**config.mk**
```make
export PLATFORM = sky130hd
export DESIGN_NAME = frame_header_deframer
export DESIGN_NICKNAME = d
export VERILOG_FILES = /design/src/hw/rtl/fhd_pkg.sv /design/src/hw/rtl/fhd_parse.sv /design/src/hw/rtl/fhd_result_queue.sv /design/src/hw/rtl/frame_header_deframer.sv
export SDC_FILE = /design/constraint.sdc
export NUM_CORES = 1
export LEC_CHECK = 0
export BUFFER_PORTS_ARGS = -buffer_cell sky130_fd_sc_hd__buf_2
export CORE_ASPECT_RATIO = 1.2
export CORE_MARGIN = 4
export CORE_UTILIZATION = 38
export DETAILED_ROUTE_END_ITERATION = 8
export PLACE_DENSITY = 0.61
export SLEW_MARGIN = 20
export SYNTH_ARGS = -nofsm -noshare
export SYNTH_HDL_FRONTEND = slang
export SYNTH_HIERARCHICAL = 1
export SYNTH_SLANG_ARGS = --single-unit
```
**constraint.sdc**
```tcl
create_clock -name clk -period 6.3 [get_ports clk]
set_input_delay 1.575 -clock clk [delete_from_list [all_inputs] [get_ports clk]]
set_output_delay 1.575 -clock clk [all_outputs]
set_load 0.02 [all_outputs]
```
**src/hw/rtl/fhd_pkg.sv**
```systemverilog
// Shared constants, result codes and the queue entry type for the frame header deframer.
// Has no dependencies. The parser, the result queue and the top level import it.
package fhd_pkg;

    localparam int HEADER_BYTES = 16;

    // Byte positions within the header
    localparam logic [3:0] HDR_POS_MAGIC_0 = 4'd0;
    localparam logic [3:0] HDR_POS_MAGIC_1 = 4'd1;
    localparam logic [3:0] HDR_POS_VERSION = 4'd2;
    localparam logic [3:0] HDR_POS_TYPE    = 4'd3;
    localparam logic [3:0] HDR_POS_ID_LO   = 4'd4;
    localparam logic [3:0] HDR_POS_ID_HI   = 4'd11;
    localparam logic [3:0] HDR_POS_LEN_LO  = 4'd12;
    localparam logic [3:0] HDR_POS_LAST    = 4'd15;

    localparam logic [7:0] MAGIC_0 = 8'h56;   // 'V'
    localparam logic [7:0] MAGIC_1 = 8'h53;   // 'S'

    // Known frame types
    localparam logic [7:0] TYPE_BASIC_MIN = 8'd1;
    localparam logic [7:0] TYPE_BASIC_MAX = 8'd7;
    localparam logic [7:0] TYPE_EXT_0     = 8'd64;
    localparam logic [7:0] TYPE_EXT_1     = 8'd65;
    localparam logic [7:0] TYPE_EXT_2     = 8'd66;

    // Result kinds
    localparam logic [1:0] KIND_HEADER  = 2'd0;
    localparam logic [1:0] KIND_PAYLOAD = 2'd1;
    localparam logic [1:0] KIND_STATUS  = 2'd2;

    // Status codes
    localparam logic [2:0] ST_OK           = 3'd0;
    localparam logic [2:0] ST_BAD_SIZE     = 3'd1;
    localparam logic [2:0] ST_BAD_MAGIC    = 3'd2;
    localparam logic [2:0] ST_BAD_VERSION  = 3'd3;
    localparam logic [2:0] ST_BAD_TYPE     = 3'd4;
    localparam logic [2:0] ST_LEN_MISMATCH = 3'd5;

    // Configuration register indexes and reset values
    localparam int         CFG_INDEX_W           = 1;
    localparam logic [0:0] REG_PROTOCOL_VERSION  = 1'b0;
    localparam logic [0:0] REG_MAX_FRAME_BYTES   = 1'b1;
    localparam logic [7:0]  PROTOCOL_VERSION_RST = 8'd1;
    localparam logic [31:0] MAX_FRAME_BYTES_RST  = 32'd16777216;

    // Result queue sizing: one entry per processed byte that yields results
    localparam int QUEUE_DEPTH      = 4;
    localparam int QUEUE_PTR_W      = 2;
    localparam int QUEUE_CNT_W      = 3;
    localparam int QUEUE_ROOM_LIMIT = QUEUE_DEPTH - 2;

    // Up to two results per byte: a header or payload result, then a status
    typedef struct packed {
        logic        has_first;
        logic [1:0]  first_kind;
        logic [7:0]  frame_kind;
        logic [63:0] request_tag;
        logic [31:0] body_length;
        logic [7:0]  body_byte;
        logic        has_status;
        logic [2:0]  status;
    } frame_entry_t;

    function automatic logic type_is_known(input logic [7:0] t);
        return t inside {[TYPE_BASIC_MIN:TYPE_BASIC_MAX], TYPE_EXT_0, TYPE_EXT_1, TYPE_EXT_2};
    endfunction

endpackage

```
**src/hw/rtl/fhd_parse.sv**
```systemverilog
// Input register and header parser: checks the header, gathers id and length, judges status.
// Depends on fhd_pkg.
module fhd_parse (
    input  logic                 clk,
    input  logic                 rst_n,
    input  logic                 take,
    input  logic [7:0]           wire_byte,
    input  logic                 frame_end,
    input  logic [7:0]           protocol_version,
    input  logic [31:0]          max_frame_bytes,
    output logic                 push,
    output fhd_pkg::frame_entry_t push_entry
);
    import fhd_pkg::*;

    logic        in_valid_reg;
    logic [7:0]  in_byte_reg;
    logic        in_end_reg;

    logic [31:0] byte_count_reg, byte_count_next;
    logic [63:0] id_reg, id_next;
    logic [31:0] len_reg, len_next;
    logic [7:0]  type_reg, type_next;
    logic [2:0]  herr_reg, herr_next;

    logic        in_header;
    logic [3:0]  hdr_idx;
    logic [2:0]  id_sel;
    logic [1:0]  len_sel;
    logic [2:0]  err;
    logic        header_hit;
    logic        payload_hit;
    logic [31:0] body_size;
    logic [2:0]  frame_status;

    assign in_header = byte_count_reg < 32'(HEADER_BYTES);
    assign hdr_idx   = byte_count_reg[3:0];
    assign id_sel    = 3'(hdr_idx - HDR_POS_ID_LO);
    assign len_sel   = hdr_idx[1:0];

    assign byte_count_next = (byte_count_reg == 32'hFFFF_FFFF) ? byte_count_reg
                                                               : byte_count_reg + 32'd1;

    always_comb
    begin
        err       = ST_OK;
        type_next = type_reg;
        id_next   = id_reg;
        len_next  = len_reg;
        if (in_header)
        begin
            case (hdr_idx) inside
                HDR_POS_MAGIC_0:
                    if (in_byte_reg != MAGIC_0) err = ST_BAD_MAGIC;
                HDR_POS_MAGIC_1:
                    if (in_byte_reg != MAGIC_1) err = ST_BAD_MAGIC;
                HDR_POS_VERSION:
                    if (in_byte_reg != protocol_version) err = ST_BAD_VERSION;
                HDR_POS_TYPE:
                begin
                    type_next = in_byte_reg;
                    if (!type_is_known(in_byte_reg)) err = ST_BAD_TYPE;
                end
                [HDR_POS_ID_LO:HDR_POS_ID_HI]:
                    id_next = id_reg | ({56'd0, in_byte_reg} << {id_sel, 3'b000});
                default:
                    len_next = len_reg | ({24'd0, in_byte_reg} << {len_sel, 3'b000});
            endcase
        end
    end

    assign herr_next   = (herr_reg == ST_OK) ? err : herr_reg;
    assign header_hit  = in_header && (hdr_idx == HDR_POS_LAST) && (herr_next == ST_OK);
    assign payload_hit = !in_header && (herr_reg == ST_OK);
    assign body_size   = byte_count_next - 32'(HEADER_BYTES);

    // Size beats header error beats length mismatch
    always_comb
    begin
        if (byte_count_next < 32'(HEADER_BYTES) || byte_count_next > max_frame_bytes)
            frame_status = ST_BAD_SIZE;
        else if (herr_next != ST_OK)
            frame_status = herr_next;
        else if (len_next != body_size)
            frame_status = ST_LEN_MISMATCH;
        else
            frame_status = ST_OK;
    end

    always_comb
    begin
        push_entry             = '0;
        push_entry.has_first   = header_hit || payload_hit;
        push_entry.first_kind  = header_hit ? KIND_HEADER : KIND_PAYLOAD;
        push_entry.has_status  = in_end_reg;
        push_entry.status      = frame_status;
        if (header_hit)
        begin
            push_entry.frame_kind  = type_next;
            push_entry.request_tag = id_next;
            push_entry.body_length = len_next;
        end
        else
        begin
            push_entry.body_byte = in_byte_reg;
        end
    end

    assign push = in_valid_reg && (header_hit || payload_hit || in_end_reg);

    always_ff @(posedge clk or negedge rst_n)
    begin
        if (!rst_n)
            in_valid_reg <= 1'b0;
        else
            in_valid_reg <= take;
    end

    always_ff @(posedge clk)
    begin
        if (take)
        begin
            in_byte_reg <= wire_byte;
            in_end_reg  <= frame_end;
        end
    end

    always_ff @(posedge clk or negedge rst_n)
    begin
        if (!rst_n)
        begin
            byte_count_reg <= '0;
            id_reg         <= '0;
            len_reg        <= '0;
            type_reg       <= '0;
            herr_reg       <= ST_OK;
        end
        else if (in_valid_reg)
        begin
            if (in_end_reg)
            begin
                byte_count_reg <= '0;
                id_reg         <= '0;
                len_reg        <= '0;
                type_reg       <= '0;
                herr_reg       <= ST_OK;
            end
            else
            begin
                byte_count_reg <= byte_count_next;
                id_reg         <= id_next;
                len_reg        <= len_next;
                type_reg       <= type_next;
                herr_reg       <= herr_next;
            end
        end
    end

endmodule

```
**src/hw/rtl/fhd_result_queue.sv**
```systemverilog
// Result queue: holds parsed entries and hands out one result per transfer.
// Depends on fhd_pkg.
module fhd_result_queue (
    input  logic                  clk,
    input  logic                  rst_n,
    input  logic                  push,
    input  fhd_pkg::frame_entry_t push_entry,
    output logic                  room,
    output logic                  out_valid,
    input  logic                  out_stall,
    output logic [1:0]            result_kind,
    output logic [7:0]            frame_kind,
    output logic [63:0]           request_tag,
    output logic [31:0]           body_length,
    output logic [7:0]            body_byte,
    output logic [2:0]            status,
    output logic                  end_of_run
);
    import fhd_pkg::*;

    frame_entry_t mem_reg [QUEUE_DEPTH];
    logic [QUEUE_PTR_W-1:0] wr_ptr_reg;
    logic [QUEUE_PTR_W-1:0] rd_ptr_reg;
    logic [QUEUE_CNT_W-1:0] count_reg, count_next;
    logic                   phase_reg;

    frame_entry_t head;
    logic         show_first;
    logic         transfer;
    logic         pop;

    assign head       = mem_reg[rd_ptr_reg];
    assign out_valid  = count_reg != '0;
    assign show_first = head.has_first && !phase_reg;
    assign transfer   = out_valid && !out_stall;
    assign pop        = transfer && !(show_first && head.has_status);
    assign room       = count_reg <= QUEUE_CNT_W'(QUEUE_ROOM_LIMIT);

    always_comb
    begin
        count_next = count_reg;
        if (push && !pop)
            count_next = count_reg + QUEUE_CNT_W'(1);
        else if (pop && !push)
            count_next = count_reg - QUEUE_CNT_W'(1);
    end

    always_comb
    begin
        if (show_first)
        begin
            result_kind = head.first_kind;
            frame_kind  = head.frame_kind;
            request_tag = head.request_tag;
            body_length = head.body_length;
            body_byte   = head.body_byte;
            status      = ST_OK;
            end_of_run  = !head.has_status;
        end
        else
        begin
            result_kind = KIND_STATUS;
            frame_kind  = '0;
            request_tag = '0;
            body_length = '0;
            body_byte   = '0;
            status      = head.status;
            end_of_run  = 1'b1;
        end
    end

    always_ff @(posedge clk or negedge rst_n)
    begin
        if (!rst_n)
        begin
            wr_ptr_reg <= '0;
            rd_ptr_reg <= '0;
            count_reg  <= '0;
            phase_reg  <= 1'b0;
        end
        else
        begin
            count_reg <= count_next;
            if (push)
                wr_ptr_reg <= wr_ptr_reg + QUEUE_PTR_W'(1);
            if (pop)
                rd_ptr_reg <= rd_ptr_reg + QUEUE_PTR_W'(1);
            if (transfer)
                phase_reg <= !pop;
        end
    end

    always_ff @(posedge clk)
    begin
        if (push)
            mem_reg[wr_ptr_reg] <= push_entry;
    end

    a_no_overflow: assert property (@(posedge clk) disable iff (!rst_n)
        push |-> (count_reg != QUEUE_CNT_W'(QUEUE_DEPTH)) || pop)
        else $error("result queue overflow");

    a_entry_not_empty: assert property (@(posedge clk) disable iff (!rst_n)
        push |-> (push_entry.has_first || push_entry.has_status))
        else $error("empty entry pushed");

    a_phase_on_pair: assert property (@(posedge clk) disable iff (!rst_n)
        phase_reg |-> (count_reg != '0) && head.has_first && head.has_status)
        else $error("second-result phase without a two-result entry");

    a_count_bound: assert property (@(posedge clk) disable iff (!rst_n)
        count_reg <= QUEUE_CNT_W'(QUEUE_DEPTH))
        else $error("queue count out of range");

endmodule

```
**src/hw/rtl/frame_header_deframer.sv**
```systemverilog
// Deframer top level: config registers, fhd_parse and fhd_result_queue; uses fhd_pkg.
// A byte transfer is held in the parse input register, then its entry goes into the queue.
// Throughput: one byte per cycle unless stalled. A byte with two results holds the output
//   for both; the four-entry queue absorbs it; input stalls only above two queued entries.
// Reset (rst_n, async, active low) clears the frame state and the queue, and sets
//   protocol_version to 1 and max_frame_bytes to 16777216.
module frame_header_deframer (
    input  logic                            clk,
    input  logic                            rst_n,
    // config write port
    input  logic                            cfg_we,
    input  logic [fhd_pkg::CFG_INDEX_W-1:0] cfg_index,
    input  logic [31:0]                     cfg_wdata,
    // byte input channel
    input  logic                            in_valid,
    output logic                            in_stall,
    input  logic [7:0]                      wire_byte,
    input  logic                            frame_end,
    // result channel
    output logic                            out_valid,
    input  logic                            out_stall,
    output logic [1:0]                      result_kind,
    output logic [7:0]                      frame_kind,
    output logic [63:0]                     request_tag,
    output logic [31:0]                     body_length,
    output logic [7:0]                      body_byte,
    output logic [2:0]                      status,
    output logic                            end_of_run
);
    import fhd_pkg::*;

    logic [7:0]   protocol_version_reg;
    logic [31:0]  max_frame_bytes_reg;

    logic         take;
    logic         push;
    logic         room;
    frame_entry_t push_entry;

    // Configuration registers; to be written only while idle, which the block does not enforce.
    always_ff @(posedge clk or negedge rst_n)
    begin
        if (!rst_n)
        begin
            protocol_version_reg <= PROTOCOL_VERSION_RST;
            max_frame_bytes_reg  <= MAX_FRAME_BYTES_RST;
        end
        else if (cfg_we)
        begin
            case (cfg_index)
                REG_PROTOCOL_VERSION: protocol_version_reg <= cfg_wdata[7:0];
                REG_MAX_FRAME_BYTES:  max_frame_bytes_reg  <= cfg_wdata;
                default:              ;
            endcase
        end
    end

    // Stall comes from the registered queue count, so it never looks at in_valid.
    assign in_stall = !room;
    assign take     = in_valid && !in_stall;

    // Input register + header parse; one queue entry per byte that yields results.
    fhd_parse u_parse (
        .clk              (clk),
        .rst_n            (rst_n),
        .take             (take),
        .wire_byte        (wire_byte),
        .frame_end        (frame_end),
        .protocol_version (protocol_version_reg),
        .max_frame_bytes  (max_frame_bytes_reg),
        .push             (push),
        .push_entry       (push_entry)
    );

    // Queue splits each entry into its header/payload result and its status result.
    fhd_result_queue u_queue (
        .clk         (clk),
        .rst_n       (rst_n),
        .push        (push),
        .push_entry  (push_entry),
        .room        (room),
        .out_valid   (out_valid),
        .out_stall   (out_stall),
        .result_kind (result_kind),
        .frame_kind  (frame_kind),
        .request_tag (request_tag),
        .body_length (body_length),
        .body_byte   (body_byte),
        .status      (status),
        .end_of_run  (end_of_run)
    );

endmodule

```
==> results.md <==
- Slew HR: a little under a fifth
- Cell Area, Synth: 30,700 µm²
- Post-CTS setup repair buffer count: 0
- Min Tclk post-route: between 6 and 7 ns
- Wire length per cell: roughly 24 µm
- Final worst-path cycle share: ~96%
- Max-cap viol count: 0
- Drt pass-1 iters: 5
- Post-synthesis sequential area ratio: between 60% and 70%
- Main synth FF type: edfxtp_1
- GRT Util Overall: a little under a fifth
- Total Neg Setup Slack: 0 ns
- Starting Density: 38.6%
- Critical Path Fanout Max: 22
- Vias per cell: 5.49
- First-pass GRT wire length: between 100,000 and 150,000 µm
- Power Internal: 9210 µW
- Vias: roughly 19k
- Measured slew at the worst slew-check pin: roughly 1.2 ns
- Synth top area share: 47.4%
- Die height: about 320 µm
- Post-cts resize count: 0
- Final setup viols: 0
- Syn Nets: roughly 2.3k
- Area contributors post-synth: edfxtp_1, dfrtp_1, mux4_2
- Switching share of power: approximately a third
- Die Wd: about 270 µm
- Area growth syn-to-layout: 13.1%
- Max IR drop VDD: between 200 and 250 µV
- H-tree depth: 3
- Total Wirelength: 81,400 µm
- CTS Buf Count: slightly above 70
- Pre-CTS WS: between 0.5 and 0.6 ns
- Layout Utilization: 43.6%
- Max reg flops: about 480
- Hold buffer count at CTS: 0
- Yosys Warn Count: 6
- I/O pin total: ~170
- Worst hold-check path type: reg -> reg
- Post-synth top area cell: edfxtp_1
- Fin Hold WS: slightly below 0.5 ns
- Clk Latency, worst-skew pair: 0.61 ns
- Design area: 34,700 µm²
- Outcome: finished clean
- Sw Pwr: slightly below 5000 µW
- Clock transition at path regs: approximately 0.06 ns
- Pin count of the biggest net entering global routing: 99
- Number of remaining DRC errors: 0
- Synth Instances: between 2k and 2.5k
- Worst Skew: approximately 0.025 ns
- Post-synthesis async set-or-reset flop share: ~28%
- GPL Wtd Cong: approximately 0.89
- # rows: ~110
- Flop pwr share: around two fifths
- Crit Path Class: reg -> reg
- Register bit total from synthesis: a little under 700
- Core area: roughly 80,000 µm²
- Area post-placement: 32,500 µm²
- Initial antenna violation count: 0
- Crit path required time: 6.57 ns
- Initial drt markers: approximately 1.6k
- Remaining Overflow, GRT: 0
- LEAKAGE: around 0.013 µW
- Hold Vio Cnt, Final: 0
- Combinational share of power: about a third
- Max-slew violations: 0
- CP Data Arrival Time: between 6 and 7 ns
- Dpl hpwl: between 50,000 and 60,000 µm
- Fmax: roughly 160 MHz
- Netlist cell types: 100
- Share of cells above drive strength 1: between 20% and 30%
- Synth Area per Inst: around 14 µm²
- Clk root buf: clkbuf_16
- P per Cell Area: around 400 nW/µm²
- Clock tree buffer depth: 3
- N_diodes: 0
- Fillers: between 7k and 8k
- Clk pwr share: approximately 28%
- Total Die Area: 85,400 µm²
- Endpoint class of the critical path: flip-flop
- Post-synth EDFFs: 485
- CTS Sinks: a little under 700
- CTS tree: done
- Slack of the critical path: between 0.2 and 0.25 ns
- Vias in the first global route: a little under 20k
- Critical path launch point type: flip-flop
- RSZ-0062 raised after global routing: no
- Nets: 2,423
- I/O Buffers: around 170
- Post-DRT Antenna Nets: 0
[critical path, stage by stage, from the launching register on]
cell and delay (ns):
dfrtp_1 0.67, ha_1 0.45, nand4_4 0.22, nor4_4 0.35, buf_4 0.30, nand3_1 0.35, a21oi_1 0.43, inv_1 0.09
ha_1 0.29, nor2b_1 0.13, o21ai_0 0.14, nand2b_1 0.08, a21oi_1 0.18, nor2_1 0.06, a211oi_1 0.46, o2111ai_1 0.19
a221oi_1 0.34, nor2_1 0.10, a31oi_1 0.59, o211ai_1 0.29
[cells by family after synthesis]
kind of cell	share of synthesized area, %
buffers and inverters	3.85
adder cells (fa/ha/maj)	1.74
multiplexers	11.1
AO/OA/AOI/OAI	7.25
AND/OR/NAND/NOR	11.0
flip-flops	62.8
XOR/XNOR	2.20
other	0.0122
[worst paths after layout]
check,cells past startpoint,from,slack (ns),endpoint
worst max register to register,19,u_parse/byte_count_reg[1],0.24,u_queue/mem_reg[3][0]
worst max-delay path,19,u_parse/byte_count_reg[1],0.24,u_queue/mem_reg[3][0]
worst min-delay path,2,u_parse/id_reg[60],0.49,u_parse/id_reg[60]
min in group asynchronous,1,rst_n,1.01,max_frame_bytes_reg[17]
worst min register to register,2,u_parse/id_reg[60],0.49,u_parse/id_reg[60]
max in group asynchronous,2,rst_n,4.22,u_queue/rd_ptr_reg[1]
[power groups by stage]
stage / registers, µW / logic, µW / clock network, µW
finish: 5500 / 4620 / 3980
global route: 5550 / 4970 / 4270
CTS: 5510 / 4740 / 4090
detailed placement: 5590 / 4720 / 0
global placement: 5570 / 4690 / 0
floorplan: 5350 / 3310 / 0
[synth_stat cells (all sizes together) (6+ instances only)]
cell	number
or3	7
nor3	29
a41oi	6
a211oi	10
ha	41
o211ai	8
mux4	118
nand2	47
clkbuf	98
a21o	9
o22ai	23
a22o	8
xnor2	61
inv	91
mux2i	10
buf	65
a31oi	10
nand2b	9
dfrtp	186
nand3	26
o31ai	8
and2	38
or4	10
edfxtp	485
and3	26
a21oi	214
mux2	44
xor2	12
o21ai	40
nor2b	122
nor2	235
nor4	23
and4	8
nand4	25
[area by class of cell]
| type | count | area [µm²] | share of cell area (%) |
|---|---|---|---|
| multi-input combinational | 1287 | 10300 | 29.6 |
| clock buffer | 93 | 1930 | 5.57 |
| clock inverter | 31 | 260 | 0.750 |
| sequential | 673 | 19300 | 55.5 |
| timing repair buffer | 209 | 1310 | 3.78 |
| inverter | 92 | 347 | 0.998 |
| tap | 1035 | 1290 | 3.73 |
[cells in the final DEF (no fill, tap or decap), drive strengths merged, types with 5 or more instances in the layout]
cell type | Yosys | routed
a2111oi | 5 | 5
a211oi | 10 | 10
a21o | 9 | 9
a21oi | 214 | 214
a22o | 8 | 8
a31oi | 10 | 10
a41oi | 6 | 6
and2 | 38 | 38
and3 | 26 | 26
and4 | 8 | 8
buf | 65 | 208
clkbuf | 98 | 94
clkinv | 1 | 25
dfrtp | 186 | 186
edfxtp | 485 | 485
ha | 41 | 41
inv | 91 | 93
mux2 | 44 | 44
mux2i | 10 | 10
mux4 | 118 | 118
nand2 | 47 | 47
nand2b | 9 | 9
nand3 | 26 | 26
nand4 | 25 | 25
nor2 | 235 | 235
nor2b | 122 | 122
nor3 | 29 | 29
nor4 | 23 | 23
nor4b | 5 | 5
o211ai | 8 | 8
o21a | 5 | 5
o21ai | 40 | 40
o22ai | 23 | 23
o31ai | 8 | 8
or2 | 5 | 5
or3 | 7 | 7
or4 | 10 | 10
xnor2 | 61 | 61
xor2 | 12 | 12
[stage by stage]
step	power (µW)	instances
after floorplan	8660	2215
after global placement	10300	3295
after detailed placement	10300	3296
after CTS	14300	3420
after global routing	14800	3420
final	14100	3420
[layer usage]
layer	part of all wire, %	GRT usage, %	vias up
met5	0	0	-
li1	-	-	8452
met1	40	24.1	9652
met3	4.9	2.46	149
met4	4.0	7.46	0
met2	51	32.9	539
No activity file was read; power rests on OpenSTA's default activity.
